===== src/hdl/dcr_pkg.sv =====
// dcr_pkg: shared types and constants for the depth colour ramp.
// Request/result payload structs, request type codes, divider status.
// No dependencies.
package dcr_pkg;

    localparam int DEPTH_WIDTH_DEF = 32;
    localparam int FIELD_WIDTH     = 32;
    localparam int RAMP_BITS       = 9;
    localparam int CHAN_BITS       = 8;

    localparam logic REQ_SCAN  = 1'b0;
    localparam logic REQ_COLOR = 1'b1;

    typedef struct packed {
        logic                          req_type;
        logic                          first_item;
        logic signed [FIELD_WIDTH-1:0] depth_value;
    } dcr_req_t;

    typedef struct packed {
        logic [CHAN_BITS-1:0] red;
        logic [CHAN_BITS-1:0] green;
        logic [CHAN_BITS-1:0] blue;
        logic [RAMP_BITS-1:0] ramp_position;
        logic                 flat_range;
        logic                 no_data;
    } dcr_rsp_t;

    typedef struct packed {
        logic busy;
        logic done;
    } dcr_div_stat_t;

endpackage


===== src/hdl/depth_colour_ramp.sv =====
// depth_colour_ramp: top level, request FSM, colour map and result register.
// Depends on dcr_pkg, dcr_extremes, dcr_divider.
//
//   port group                   | dir | what
//   req_valid / req_ready / req  | in  | scan or colour request, dcr_req_t
//   rsp_valid / rsp_ready / rsp  | out | colour result, dcr_rsp_t
//
// Scan request: extremes updated at the accepting edge. Colour request: no division
// when there is no data, a flat range or a depth at or above the maximum; else the
// steps are numerator, overflow check (which may saturate the position), 9 quotient
// bits from the bit-serial divider, then the result register.
// One request in flight; the result register lets the next request in while
// the previous result waits on rsp_ready. Reset clears extremes and control.
module depth_colour_ramp #(
    parameter int DEPTH_WIDTH = dcr_pkg::DEPTH_WIDTH_DEF
) (
    input  logic              clk,
    input  logic              rst_n,
    input  logic              req_valid,
    output logic              req_ready,
    input  dcr_pkg::dcr_req_t req,
    output logic              rsp_valid,
    input  logic              rsp_ready,
    output dcr_pkg::dcr_rsp_t rsp
);
    import dcr_pkg::*;

    localparam int W = DEPTH_WIDTH;

    localparam logic [1:0] S_IDLE = 2'd0;
    localparam logic [1:0] S_DIV  = 2'd1;
    localparam logic [1:0] S_OUT  = 2'd2;

    logic [1:0]          state_reg, state_next;
    logic                rsp_valid_reg, rsp_valid_next;
    dcr_rsp_t            rsp_reg, rsp_next;

    logic signed [W-1:0] z, lowest, highest;
    logic                have_scan;
    logic                req_fire, scan_en, color_fire;
    logic [W:0]          diff;
    logic [W-1:0]        span;
    logic                diff_pos, flat, needs_div, div_start, rsp_load;

    logic [RAMP_BITS-1:0] pos_reg;
    logic                 flat_reg, nodata_reg;

    dcr_div_stat_t         div_stat;
    logic [RAMP_BITS-1:0]  quotient;

    generate
        if (W <= FIELD_WIDTH)
        begin : g_narrow
            assign z = req.depth_value[W-1:0];
        end
        else
        begin : g_wide
            assign z = W'(req.depth_value);
        end
    endgenerate

    assign req_ready  = state_reg == S_IDLE;
    assign req_fire   = req_valid && req_ready;
    assign scan_en    = req_fire && (req.req_type == REQ_SCAN);
    assign color_fire = req_fire && (req.req_type == REQ_COLOR);

    assign diff      = {highest[W-1], highest} - {z[W-1], z};
    assign span      = highest - lowest;
    assign diff_pos  = !diff[W] && (diff != '0);
    assign flat      = span == '0;
    assign needs_div = have_scan && !flat && diff_pos;
    assign div_start = color_fire && needs_div;
    assign rsp_load  = (state_reg == S_OUT) && (!rsp_valid_reg || rsp_ready);

    dcr_extremes #(.W(W)) u_extremes (
        .clk        (clk),
        .rst_n      (rst_n),
        .scan_en    (scan_en),
        .first_item (req.first_item),
        .depth      (z),
        .lowest     (lowest),
        .highest    (highest),
        .have_scan  (have_scan)
    );

    dcr_divider #(.W(W)) u_divider (
        .clk      (clk),
        .rst_n    (rst_n),
        .start    (div_start),
        .dividend (diff),
        .divisor  (span),
        .stat     (div_stat),
        .quotient (quotient)
    );

    always_comb
    begin
        state_next = state_reg;
        unique case (state_reg)
            S_IDLE:
            begin
                if (color_fire)
                    state_next = needs_div ? S_DIV : S_OUT;
            end
            S_DIV:
            begin
                if (div_stat.done)
                    state_next = S_OUT;
            end
            S_OUT:
            begin
                if (rsp_load)
                    state_next = S_IDLE;
            end
            default:
                state_next = S_IDLE;
        endcase
    end

    always_ff @(posedge clk)
    begin
        if (color_fire)
        begin
            pos_reg    <= '0;
            flat_reg   <= have_scan && flat;
            nodata_reg <= !have_scan;
        end
        if (state_reg == S_DIV && div_stat.done)
            pos_reg <= quotient;
    end

    // blue-green for the lower half of the ramp, green-red for the upper half
    always_comb
    begin
        rsp_next               = '0;
        rsp_next.ramp_position = pos_reg;
        rsp_next.flat_range    = flat_reg;
        rsp_next.no_data       = nodata_reg;
        if (!nodata_reg)
        begin
            if (!pos_reg[RAMP_BITS-1])
            begin
                rsp_next.green = pos_reg[CHAN_BITS-1:0];
                rsp_next.blue  = ~pos_reg[CHAN_BITS-1:0];
            end
            else
            begin
                rsp_next.red   = pos_reg[CHAN_BITS-1:0];
                rsp_next.green = ~pos_reg[CHAN_BITS-1:0];
            end
        end
    end

    always_comb
    begin
        rsp_valid_next = rsp_valid_reg;
        if (rsp_load)
            rsp_valid_next = 1'b1;
        else if (rsp_ready)
            rsp_valid_next = 1'b0;
    end

    always_ff @(posedge clk or negedge rst_n)
    begin
        if (!rst_n)
        begin
            state_reg     <= S_IDLE;
            rsp_valid_reg <= 1'b0;
        end
        else
        begin
            state_reg     <= state_next;
            rsp_valid_reg <= rsp_valid_next;
        end
    end

    always_ff @(posedge clk)
    begin
        if (rsp_load)
            rsp_reg <= rsp_next;
    end

    assign rsp_valid = rsp_valid_reg;
    assign rsp       = rsp_reg;

    a_div_done_in_div: assert property (@(posedge clk) disable iff (!rst_n)
        div_stat.done |-> state_reg == S_DIV)
        else $error("divider finished outside S_DIV");

    a_div_start_idle: assert property (@(posedge clk) disable iff (!rst_n)
        div_start |-> !div_stat.busy)
        else $error("divider started while busy");

    a_div_busy_state: assert property (@(posedge clk) disable iff (!rst_n)
        div_stat.busy |-> state_reg == S_DIV)
        else $error("divider busy outside S_DIV");

    a_no_data_blank: assert property (@(posedge clk) disable iff (!rst_n)
        rsp_valid && rsp.no_data |-> rsp.ramp_position == '0 && !rsp.flat_range
            && rsp.blue == '0)
        else $error("no-data result not blank");

    a_red_blue_excl: assert property (@(posedge clk) disable iff (!rst_n)
        rsp_valid |-> rsp.red == '0 || rsp.blue == '0)
        else $error("red and blue both lit");

endmodule


===== src/hdl/dcr_extremes.sv =====
// dcr_extremes: running minimum / maximum of scanned depths.
// Depends on dcr_pkg (only for the default of W).
module dcr_extremes #(
    parameter int W = dcr_pkg::DEPTH_WIDTH_DEF
) (
    input  logic                clk,
    input  logic                rst_n,
    input  logic                scan_en,
    input  logic                first_item,
    input  logic signed [W-1:0] depth,
    output logic signed [W-1:0] lowest,
    output logic signed [W-1:0] highest,
    output logic                have_scan
);
    localparam logic signed [W-1:0] POS_MAX = {1'b0, {(W-1){1'b1}}};
    localparam logic signed [W-1:0] NEG_MIN = {1'b1, {(W-1){1'b0}}};

    logic signed [W-1:0] lo_reg, lo_next, hi_reg, hi_next;
    logic signed [W-1:0] lo_base, hi_base;
    logic                have_reg, have_next;

    always_comb
    begin
        lo_base   = first_item ? POS_MAX : lo_reg;
        hi_base   = first_item ? NEG_MIN : hi_reg;
        lo_next   = lo_reg;
        hi_next   = hi_reg;
        have_next = have_reg;
        if (scan_en)
        begin
            lo_next   = (depth < lo_base) ? depth : lo_base;
            hi_next   = (depth > hi_base) ? depth : hi_base;
            have_next = 1'b1;
        end
    end

    always_ff @(posedge clk or negedge rst_n)
    begin
        if (!rst_n)
        begin
            lo_reg   <= POS_MAX;
            hi_reg   <= NEG_MIN;
            have_reg <= 1'b0;
        end
        else
        begin
            lo_reg   <= lo_next;
            hi_reg   <= hi_next;
            have_reg <= have_next;
        end
    end

    assign lowest    = lo_reg;
    assign highest   = hi_reg;
    assign have_scan = have_reg;

endmodule


===== src/hdl/dcr_divider.sv =====
// dcr_divider: bit-serial restoring divider, floor(dividend*511/divisor) sat. to 511.
// One quotient bit per cycle through shift registers. Depends on dcr_pkg.
module dcr_divider #(
    parameter int W = dcr_pkg::DEPTH_WIDTH_DEF
) (
    input  logic                           clk,
    input  logic                           rst_n,
    input  logic                           start,
    input  logic [W:0]                     dividend,
    input  logic [W-1:0]                   divisor,
    output dcr_pkg::dcr_div_stat_t         stat,
    output logic [dcr_pkg::RAMP_BITS-1:0]  quotient
);
    import dcr_pkg::*;

    localparam int RB = RAMP_BITS;
    localparam int NW = W + 1 + RB;
    localparam int CW = $clog2(RB);

    localparam logic [2:0] D_IDLE  = 3'd0;
    localparam logic [2:0] D_LOAD  = 3'd1;
    localparam logic [2:0] D_CHECK = 3'd2;
    localparam logic [2:0] D_STEP  = 3'd3;
    localparam logic [2:0] D_DONE  = 3'd4;

    logic [2:0]    state_reg, state_next;
    logic [CW-1:0] cnt_reg, cnt_next;

    logic [NW-1:0] num_reg;
    logic [W-1:0]  dsr_reg;
    logic [W-1:0]  rem_reg;
    logic [RB-1:0] low_reg;
    logic [RB-1:0] q_reg;

    logic          over;
    logic [W:0]    trial;
    logic          ge;
    logic [W:0]    trial_sub;

    assign over      = num_reg[NW-1:RB] >= {1'b0, dsr_reg};
    assign trial     = {rem_reg, low_reg[RB-1]};
    assign ge        = trial >= {1'b0, dsr_reg};
    assign trial_sub = trial - {1'b0, dsr_reg};

    always_comb
    begin
        state_next = state_reg;
        cnt_next   = cnt_reg;
        unique case (state_reg)
            D_IDLE:
            begin
                if (start)
                    state_next = D_LOAD;
            end
            D_LOAD:
                state_next = D_CHECK;
            D_CHECK:
            begin
                cnt_next   = '0;
                state_next = over ? D_DONE : D_STEP;
            end
            D_STEP:
            begin
                if (cnt_reg == CW'(RB - 1))
                    state_next = D_DONE;
                else
                    cnt_next = cnt_reg + 1'b1;
            end
            D_DONE:
                state_next = D_IDLE;
            default:
                state_next = D_IDLE;
        endcase
    end

    always_ff @(posedge clk or negedge rst_n)
    begin
        if (!rst_n)
        begin
            state_reg <= D_IDLE;
            cnt_reg   <= '0;
        end
        else
        begin
            state_reg <= state_next;
            cnt_reg   <= cnt_next;
        end
    end

    // numerator = dividend * 511 = (dividend << 9) - dividend
    always_ff @(posedge clk)
    begin
        if (state_reg == D_IDLE && start)
        begin
            num_reg <= NW'(dividend);
            dsr_reg <= divisor;
        end
        if (state_reg == D_LOAD)
            num_reg <= {num_reg[W:0], RB'(0)} - num_reg;
        if (state_reg == D_CHECK)
        begin
            rem_reg <= num_reg[NW-2:RB];
            low_reg <= num_reg[RB-1:0];
            q_reg   <= {RB{1'b1}};
        end
        if (state_reg == D_STEP)
        begin
            rem_reg <= ge ? trial_sub[W-1:0] : trial[W-1:0];
            low_reg <= {low_reg[RB-2:0], 1'b0};
            q_reg   <= {q_reg[RB-2:0], ge};
        end
    end

    assign stat.busy = state_reg != D_IDLE;
    assign stat.done = state_reg == D_DONE;
    assign quotient  = q_reg;

endmodule


===== config.mk =====
export PLATFORM = sky130hd
export DESIGN_NAME = depth_colour_ramp
export DESIGN_NICKNAME = d
export VERILOG_FILES = /design/src/hdl/dcr_pkg.sv /design/src/hdl/depth_colour_ramp.sv /design/src/hdl/dcr_extremes.sv /design/src/hdl/dcr_divider.sv
export SDC_FILE = /design/constraint.sdc
export NUM_CORES = 1
export LEC_CHECK = 0
export BUFFER_PORTS_ARGS = -buffer_cell sky130_fd_sc_hd__buf_2
export CORE_MARGIN = 1.5
export CORE_UTILIZATION = 30
export DETAILED_ROUTE_END_ITERATION = 10
export PLACE_DENSITY = 0.43
export SLEW_MARGIN = 20
export SYNTH_ARGS = -nofsm -noshare
export SYNTH_HDL_FRONTEND = slang
export SYNTH_SLANG_ARGS = --single-unit

===== constraint.sdc =====
create_clock -name clk -period 5.9 [get_ports clk]
set_input_delay 1.18 -clock clk [delete_from_list [all_inputs] [get_ports clk]]
set_output_delay 1.18 -clock clk [all_outputs]
set_load 0.01 [all_outputs]

Word-level counts from Yosys, hierarchy flattened
Index checks and enable logic that the tools add are counted.
Widths: inputs -> output; s select.
{"block": "classes", "addsub": 5, "order_cmp": 4, "eq_ne": 13, "n_mux": 29, "n_bitwise": 3, "reduce_logical": 29}
{"op": "$mux 32", "n": 7}
{"op": "$mux 42", "n": 2}
{"op": "$ge 33x32->1", "n": 2}
{"op": "$sub 32x32->32", "n": 2}
{"op": "$mux 9", "n": 6}
{"op": "$sub 42x42->42", "n": 1}
{"op": "$reduce_bool 33->1", "n": 1}
{"op": "$sub 32x32->33", "n": 1}
{"op": "$gt 32x32->1", "n": 1}
{"op": "$logic_not 32->1", "n": 1}
{"op": "$lt 32x32->1", "n": 1}
{"op": "$pmux 3 s4", "n": 1}
{"op": "$logic_and 1x1->1", "n": 11}
{"op": "$mux 3", "n": 3}
{"op": "$mux 2", "n": 4}
{"op": "$mux 8", "n": 1}
{"op": "$not 8->8", "n": 1}
{"op": "$pmux 4 s2", "n": 1}
{"op": "$reduce_bool 2->1", "n": 4}
{"op": "$eq 3x2->1 const B", "n": 2}
{"op": "$ne 2x1->1 const B", "n": 3}
{"op": "$ne 2x2->1 const B", "n": 3}
{"op": "$pmux 2 s3", "n": 1}
{"op": "$add 4x1->4 const B", "n": 1}
{"op": "other kinds (15)", "n": 22}
{"block": "totals", "register_bits": 245, "input_bits": 38, "out_inout_bits": 37, "wordCells": 105}

Depth between registers and ports, before layout
{"block": "logic_depth", "ltp_word": 9, "ltp_mapped": 15, "ltp_nobuf": 13}

Hierarchy
From an unflattened synthesis, not the netlist that was laid out.
{"block": "unflattened", "cells_unflattened": 2563, "area_unflattened_um2": 22031.1}
{"mod": "dcr_divider", "n_inst": 1, "cells_each": 1025, "area_per_inst_um2": 9764.4, "seq_area_each_um2": 3888.7}
{"mod": "depth_colour_ramp", "n_inst": 1, "cells_each": 852, "area_per_inst_um2": 6610.1, "seq_area_each_um2": 1456.4}
{"mod": "dcr_extremes", "n_inst": 1, "cells_each": 686, "area_per_inst_um2": 5656.7, "seq_area_each_um2": 1666.6}

Worst setup path after synthesis
No wires, ideal clock.
{"block": "synth_timing", "kind": "input to register", "start": "in req[0] (netlist bit)", "end": "reg u_divider.num_reg[10], enable pin", "setup_ps": 501, "arrival_time_ps": 6583, "t_required_ps": 5399, "path_slack_ps": -1184, "cell_stages": 12, "n_path_buf": 0, "cell_sequence": "ha_1 -> fa_1 -> nand2b_1 -> a21oi_1 -> o221ai_2 -> o211ai_1 -> a211oi_1 -> o21bai_1 -> a221oi_1 -> o21ai_0 -> o31ai_4 -> o31ai_1"}
{"block": "synth_via", "elab_chain_len": 7, "word_cells_on_any_way": 8, "classes_between": "add/sub: 1; reduce/logical: 7"}
{"item": "from (decl)", "line": "depth_colour_ramp.sv:21", "rtl": "input dcr_pkg::dcr_req_t req,"}
{"item": "$sub 32x32->33 (*)", "line": "depth_colour_ramp.sv:67", "rtl": "assign diff = {highest[W-1], highest} - {z[W-1], z};"}
{"item": "$reduce_bool 33->1 / $logic_not 1->1 (equally long branches)", "line": "depth_colour_ramp.sv:69", "rtl": "assign diff_pos = !diff[W] && (diff != '0);"}
{"item": "$logic_and 1x1->1 (*)", "line": "depth_colour_ramp.sv:69"}
{"item": "$logic_and 1x1->1 (*)", "line": "depth_colour_ramp.sv:71", "rtl": "assign needs_div = have_scan && !flat && diff_pos;"}
{"item": "$logic_and 1x1->1 (*)", "line": "depth_colour_ramp.sv:72", "rtl": "assign div_start = color_fire && needs_div;"}
{"item": "$logic_and 1x1->1 (*)", "line": "dcr_divider.sv:93", "rtl": "if (state_reg == D_IDLE && start)"}
{"item": "$reduce_bool 2->1 (no source line) (*)"}
{"item": "to (signal assigned)", "line": "dcr_divider.sv:95", "rtl": "num_reg <= NW'(dividend);"}
{"item": "to (signal assigned)", "line": "dcr_divider.sv:99", "rtl": "num_reg <= {num_reg[W:0], RB'(0)} - num_reg;"}
{"item": "to (decl)", "line": "dcr_divider.sv:29", "rtl": "logic [NW-1:0] num_reg;"}
Mark *: on every way between the ends. The rest lies on a longest branch, timed or not.
A chain may end at the register's enable or synchronous reset.

Worst setup path in the final report
{"block": "layout_timing", "start": "reg u_extremes.lo_reg[2], in the netlist u_extremes.lowest[2]", "end": "reg u_divider.num_reg[36], enable pin"}
{"block": "layout_via", "elab_chain_len": 8}
{"item": "from (decl)", "line": "dcr_extremes.sv:18", "rtl": "logic signed [W-1:0] lo_reg, lo_next, hi_reg, hi_next;"}
{"item": "from (signal assigned)", "line": "dcr_extremes.sv:47", "rtl": "lo_reg <= lo_next;"}
{"item": "$sub 32x32->32", "line": "depth_colour_ramp.sv:68", "rtl": "assign span = highest - lowest;"}
{"item": "$logic_not 32->1", "line": "depth_colour_ramp.sv:70", "rtl": "assign flat = span == '0;"}
{"item": "$logic_not 1->1", "line": "depth_colour_ramp.sv:71"}
{"item": "$logic_and 1x1->1 (2 in series)", "line": "depth_colour_ramp.sv:71"}
{"item": "$logic_and 1x1->1", "line": "depth_colour_ramp.sv:72"}
{"item": "$logic_and 1x1->1", "line": "dcr_divider.sv:93"}
{"item": "$reduce_bool 2->1 (no source line)"}
No other way between the ends.

==> summary.md <==
| Metric | Value |
|---|---|
| Iteration-0 DRC Markers | roughly 970 |
| Footprint of the multi-input gates | roughly 12000 µm² |
| Starting Density | ~30% |
| Post-synthesis adder-cell area fraction | roughly 14% |
| Seq pwr share | around a quarter |
| Largest cells by area after synthesis | edfxtp_1 (25%), ha_1 (14%), dfrtp_1 (5.3%), dfstp_2 (4.1%), nor2_1 (3.6%) |
| Die height | roughly 260 µm |
| R2r startpoint | u_extremes.lowest[2]$_DFFE_PN1P_ |
| Setup crit end kind | flip-flop |
| Placed Cells | ~3200 |
| RSZ-0062 raised after global routing | no |
| Antenna violations before repair | 0 |
| CTS clk-pin slew, worst paths | roughly 0.06 ns |
| CTS H-tree depth | 2 |
| Diode count | 0 |
| Post-synth top area cell | edfxtp_1 |
| Main combinational cell family by area after synthesis | compound AO/OA/AOI/OAI gates |
| Number of global-route vias before repair | approximately 17000 |
| All-Layer GR Usage | between 10% and 20% |
| Number of synthesis warnings | 0 |
| Final Setup Violations | 0 |
| Mapped Nets | 2531 |
| Avg Inst Size Synth | approximately 9 µm² |
| Arr. time, crit path | 5.29 ns |
| Most frequent cell after synthesis | ha_1 |
| Setup TNS | 0 ns |
| DRC viols | 0 |
| First-pass GRT wire length | between 90000 and 100000 µm |
| Actual slew at the worst max-slew pin | 0.946 ns |
| GR Overflow Total | 0 |
| Register Area | roughly 7000 µm² |
| Area of the core | about 67000 µm² |
| Post-synth ARST share | between 30% and 40% |
| Fin crit period | 5.01 ns |
| Initial DRT Pass Iterations | 5 |
| Synth top cells by count | ha_1 (225), nor2_1 (196), nand2_1 (184) |
| Setup Buffers After CTS | 0 |
| Fin util | between 30% and 40% |
| CP Max Fanout | 41 |
| Routed Antenna Nets | 0 |
| Pleak | approximately 9.8 nW |
| Max-slew violations | 0 |
| Cells after synthesis | between 2000 and 2500 |
| Fmax achieved | around 200 MHz |
| I/O Pins | 75 |
| Post-synthesis register bit count | 245 |
| Post-synthesis mux area share | approximately 2.7% |
| Avg WL per Cell | 19.5 µm |
| Inserted Clock Buffers | 34 |
| Row count | 95 |
| # hold bufs at CTS | 0 |
| Largest net degree at the start of global routing | 51 |
| Share of layout cells above drive strength 1 | around a tenth |
| Max_cap viols | 0 |
| Routability cong. | about 0.90 |
| Logic pwr share | 58.6% |
| Switching Power | ~0.0059 W |
| CP Data Required Time | just over 6 ns |
| Clock group share of total power | 15.7% |
| Register area share after synthesis | roughly a third |
| Hold Path Depth | 0 |
| Number of distinct library cells after synthesis | between 90 and 100 |
| Worst Slack Setup Final | 0.885 ns |
| R2R Setup Slk | 0.89 ns |
| Root Buffer | clkbuf_16 |
| CTS resizes | 0 |
| CTS tree | built |
| Crit path launch type | flip-flop |
| Max Clock Skew | approximately 0.018 ns |
| Fin. Hold Viols | 0 |
| Nets@finish | roughly 2600 |
| Horiz. Die Dim | 263 µm |
| Outcome | complete, no violations |
| Critical path class | flip-flop to flip-flop |
| Hold endpoint | rsp[1]$_DFFE_PP_ |
| P per Cell Area | ~560 nW/µm² |
| P&R area growth vs syn | 12.2% |
| Dpl ws | 0.488 ns |
| Dpl hpwl | 49300 µm |
| R2R cell count | 13 |
| Share of the synthesized area in the top cell type | 25.0% |
| Ys flop type | edfxtp_1 |
| Fillers | approximately 7000 |
| DR vias/cell | 5.27 |
| Worst vdd ir | about 0.20 mV |
| Critical R2R Capture | u_divider.num_reg[36]$_SDFFCE_PP0P_ |
| Tcrit/Tclk final | a little over four fifths |
| Slew headroom | between 30% and 40% |
| Clock Path Buffers | 3 |
| Synth Area in Simple Gates | between 10% and 20% |
| Worst hold path startpoint | flat_reg$_DFFE_PP_ |
| Die Area | 69200 µm² |
| Compound-Gate Fraction of Synth Area | between 20 and 25% |
| WL final | 62500 µm |
| EDFF count, synth | 169 |
| Port buffer count | 74 |
| Cell area after synthesis | 20300 µm² |
| Max FFs per register | 42 |
| Int Pwr | slightly below 0.007 W |
| Vias | between 15000 and 20000 |
| Xor/xnor share of the synthesized area | 3.93% |
| Worst-skew pair later-pin latency | about 0.56 ns |
| Hold WC Path Type | flip-flop to flip-flop |
| CTS sink count | about 250 |
| Switching Share | 46.8% |
| Finished Layout Cells | 3212 |
-- how the worst max path moves through the flow --
| stage | from | to | slack, ns | cells past startpoint |
|---|---|---|---|---|
| after detailed placement | req[22] | u_divider.dsr_reg[29]$_DFFE_PP_ | 0.49 | 14 |
| final | u_extremes.lowest[2]$_DFFE_PN1P_ | u_divider.num_reg[36]$_SDFFCE_PP0P_ | 0.89 | 13 |
| after floorplan | req[0] | u_divider.num_reg[10]$_DFFE_PP_ | 0.07 | 12 |
| after global routing | u_extremes.highest[0]$_DFFE_PN0P_ | u_divider.dsr_reg[13]$_DFFE_PP_ | 0.61 | 14 |
| after global placement | req[0] | u_divider.dsr_reg[29]$_DFFE_PP_ | 0.51 | 14 |
| after CTS | u_extremes.lowest[2]$_DFFE_PN1P_ | u_divider.dsr_reg[14]$_DFFE_PP_ | 0.68 | 13 |
-- power by group through the flow --
stage / Combinational [W] / Sequential, W / Clock, W
4_1_cts: 0.00743 / 0.00327 / 0.00207
6_report: 0.00744 / 0.00327 / 0.00199
2_1_floorplan: 0.00544 / 0.00306 / 0
3_3_place_gp: 0.00735 / 0.00329 / 0
3_5_place_dp: 0.00737 / 0.00330 / 0
5_1_grt: 0.00829 / 0.00333 / 0.00211
-- worst max-delay path, stage by stage, from the launching register on --
cell and delay (ns):
dfstp_2 0.55, inv_1 0.06, ha_1 0.34, nor2b_1 0.17
o211a_1 0.24, o21ai_0 0.46, a211oi_1 0.34, o41ai_1 0.57
nand4bb_1 0.18, a2111oi_2 0.54, nand4b_1 0.22, nor4_4 0.65
o31ai_4 0.14, buf_12 0.21
-- through the flow --
step	area [µm²]	hold slack [ns]	power (W)
after floorplan	20300	0.400	0.00849
after global placement	21700	0.428	0.0106
after detailed placement	21700	0.446	0.0107
after CTS	22700	0.459	0.0128
after global routing	22700	0.469	0.0137
final	22700	0.452	0.0127
-- placed cells by master (no fill, tap or decap), drive strengths merged, types with 17 or more instances in the layout --
cell type and instances:
or3 38, mux2i 49, nand3 58, edfxtp 169, xnor2 51, a21oi 147
nand2b 55, ha 225, o22a 33, nor2 196, o21a 30, nor2b 21
clkbuf 38, nor3 49, o211ai 19, and2 36, a31oi 35, dfrtp 43
and3 21, nand4 34, o21ai 139, nand2 184, a211oi 17, a21o 90
inv 174, xor2 40, dfstp 32, buf 94
-- cells by family after synthesis --
family | count (synthesis)
AO/OA/AOI/OAI | 644
XOR/XNOR | 91
adder cells (fa/ha/maj) | 228
buffers and inverters | 251
flip-flops | 245
multiplexers | 54
AND/OR/NAND/NOR | 752
-- routing by layer --
metal,up-vias,wire (µm),GRT usage [%]
met5,-,0,0
met4,0,1780,5.56
met3,102,2020,1.87
li1,8434,-,-
met2,311,28900,29.6
met1,8080,29900,24.2
-- area by class of cell --
class                      instances  area share [%]
tap                              873            4.80
multi-input combinational       1769            54.4
inverter                         171            2.82
clock buffer                      38            3.81
timing repair buffer              94            2.54
clock inverter                    22           0.787
sequential                       245            30.8
No activity file was read; power rests on OpenSTA's default activity.
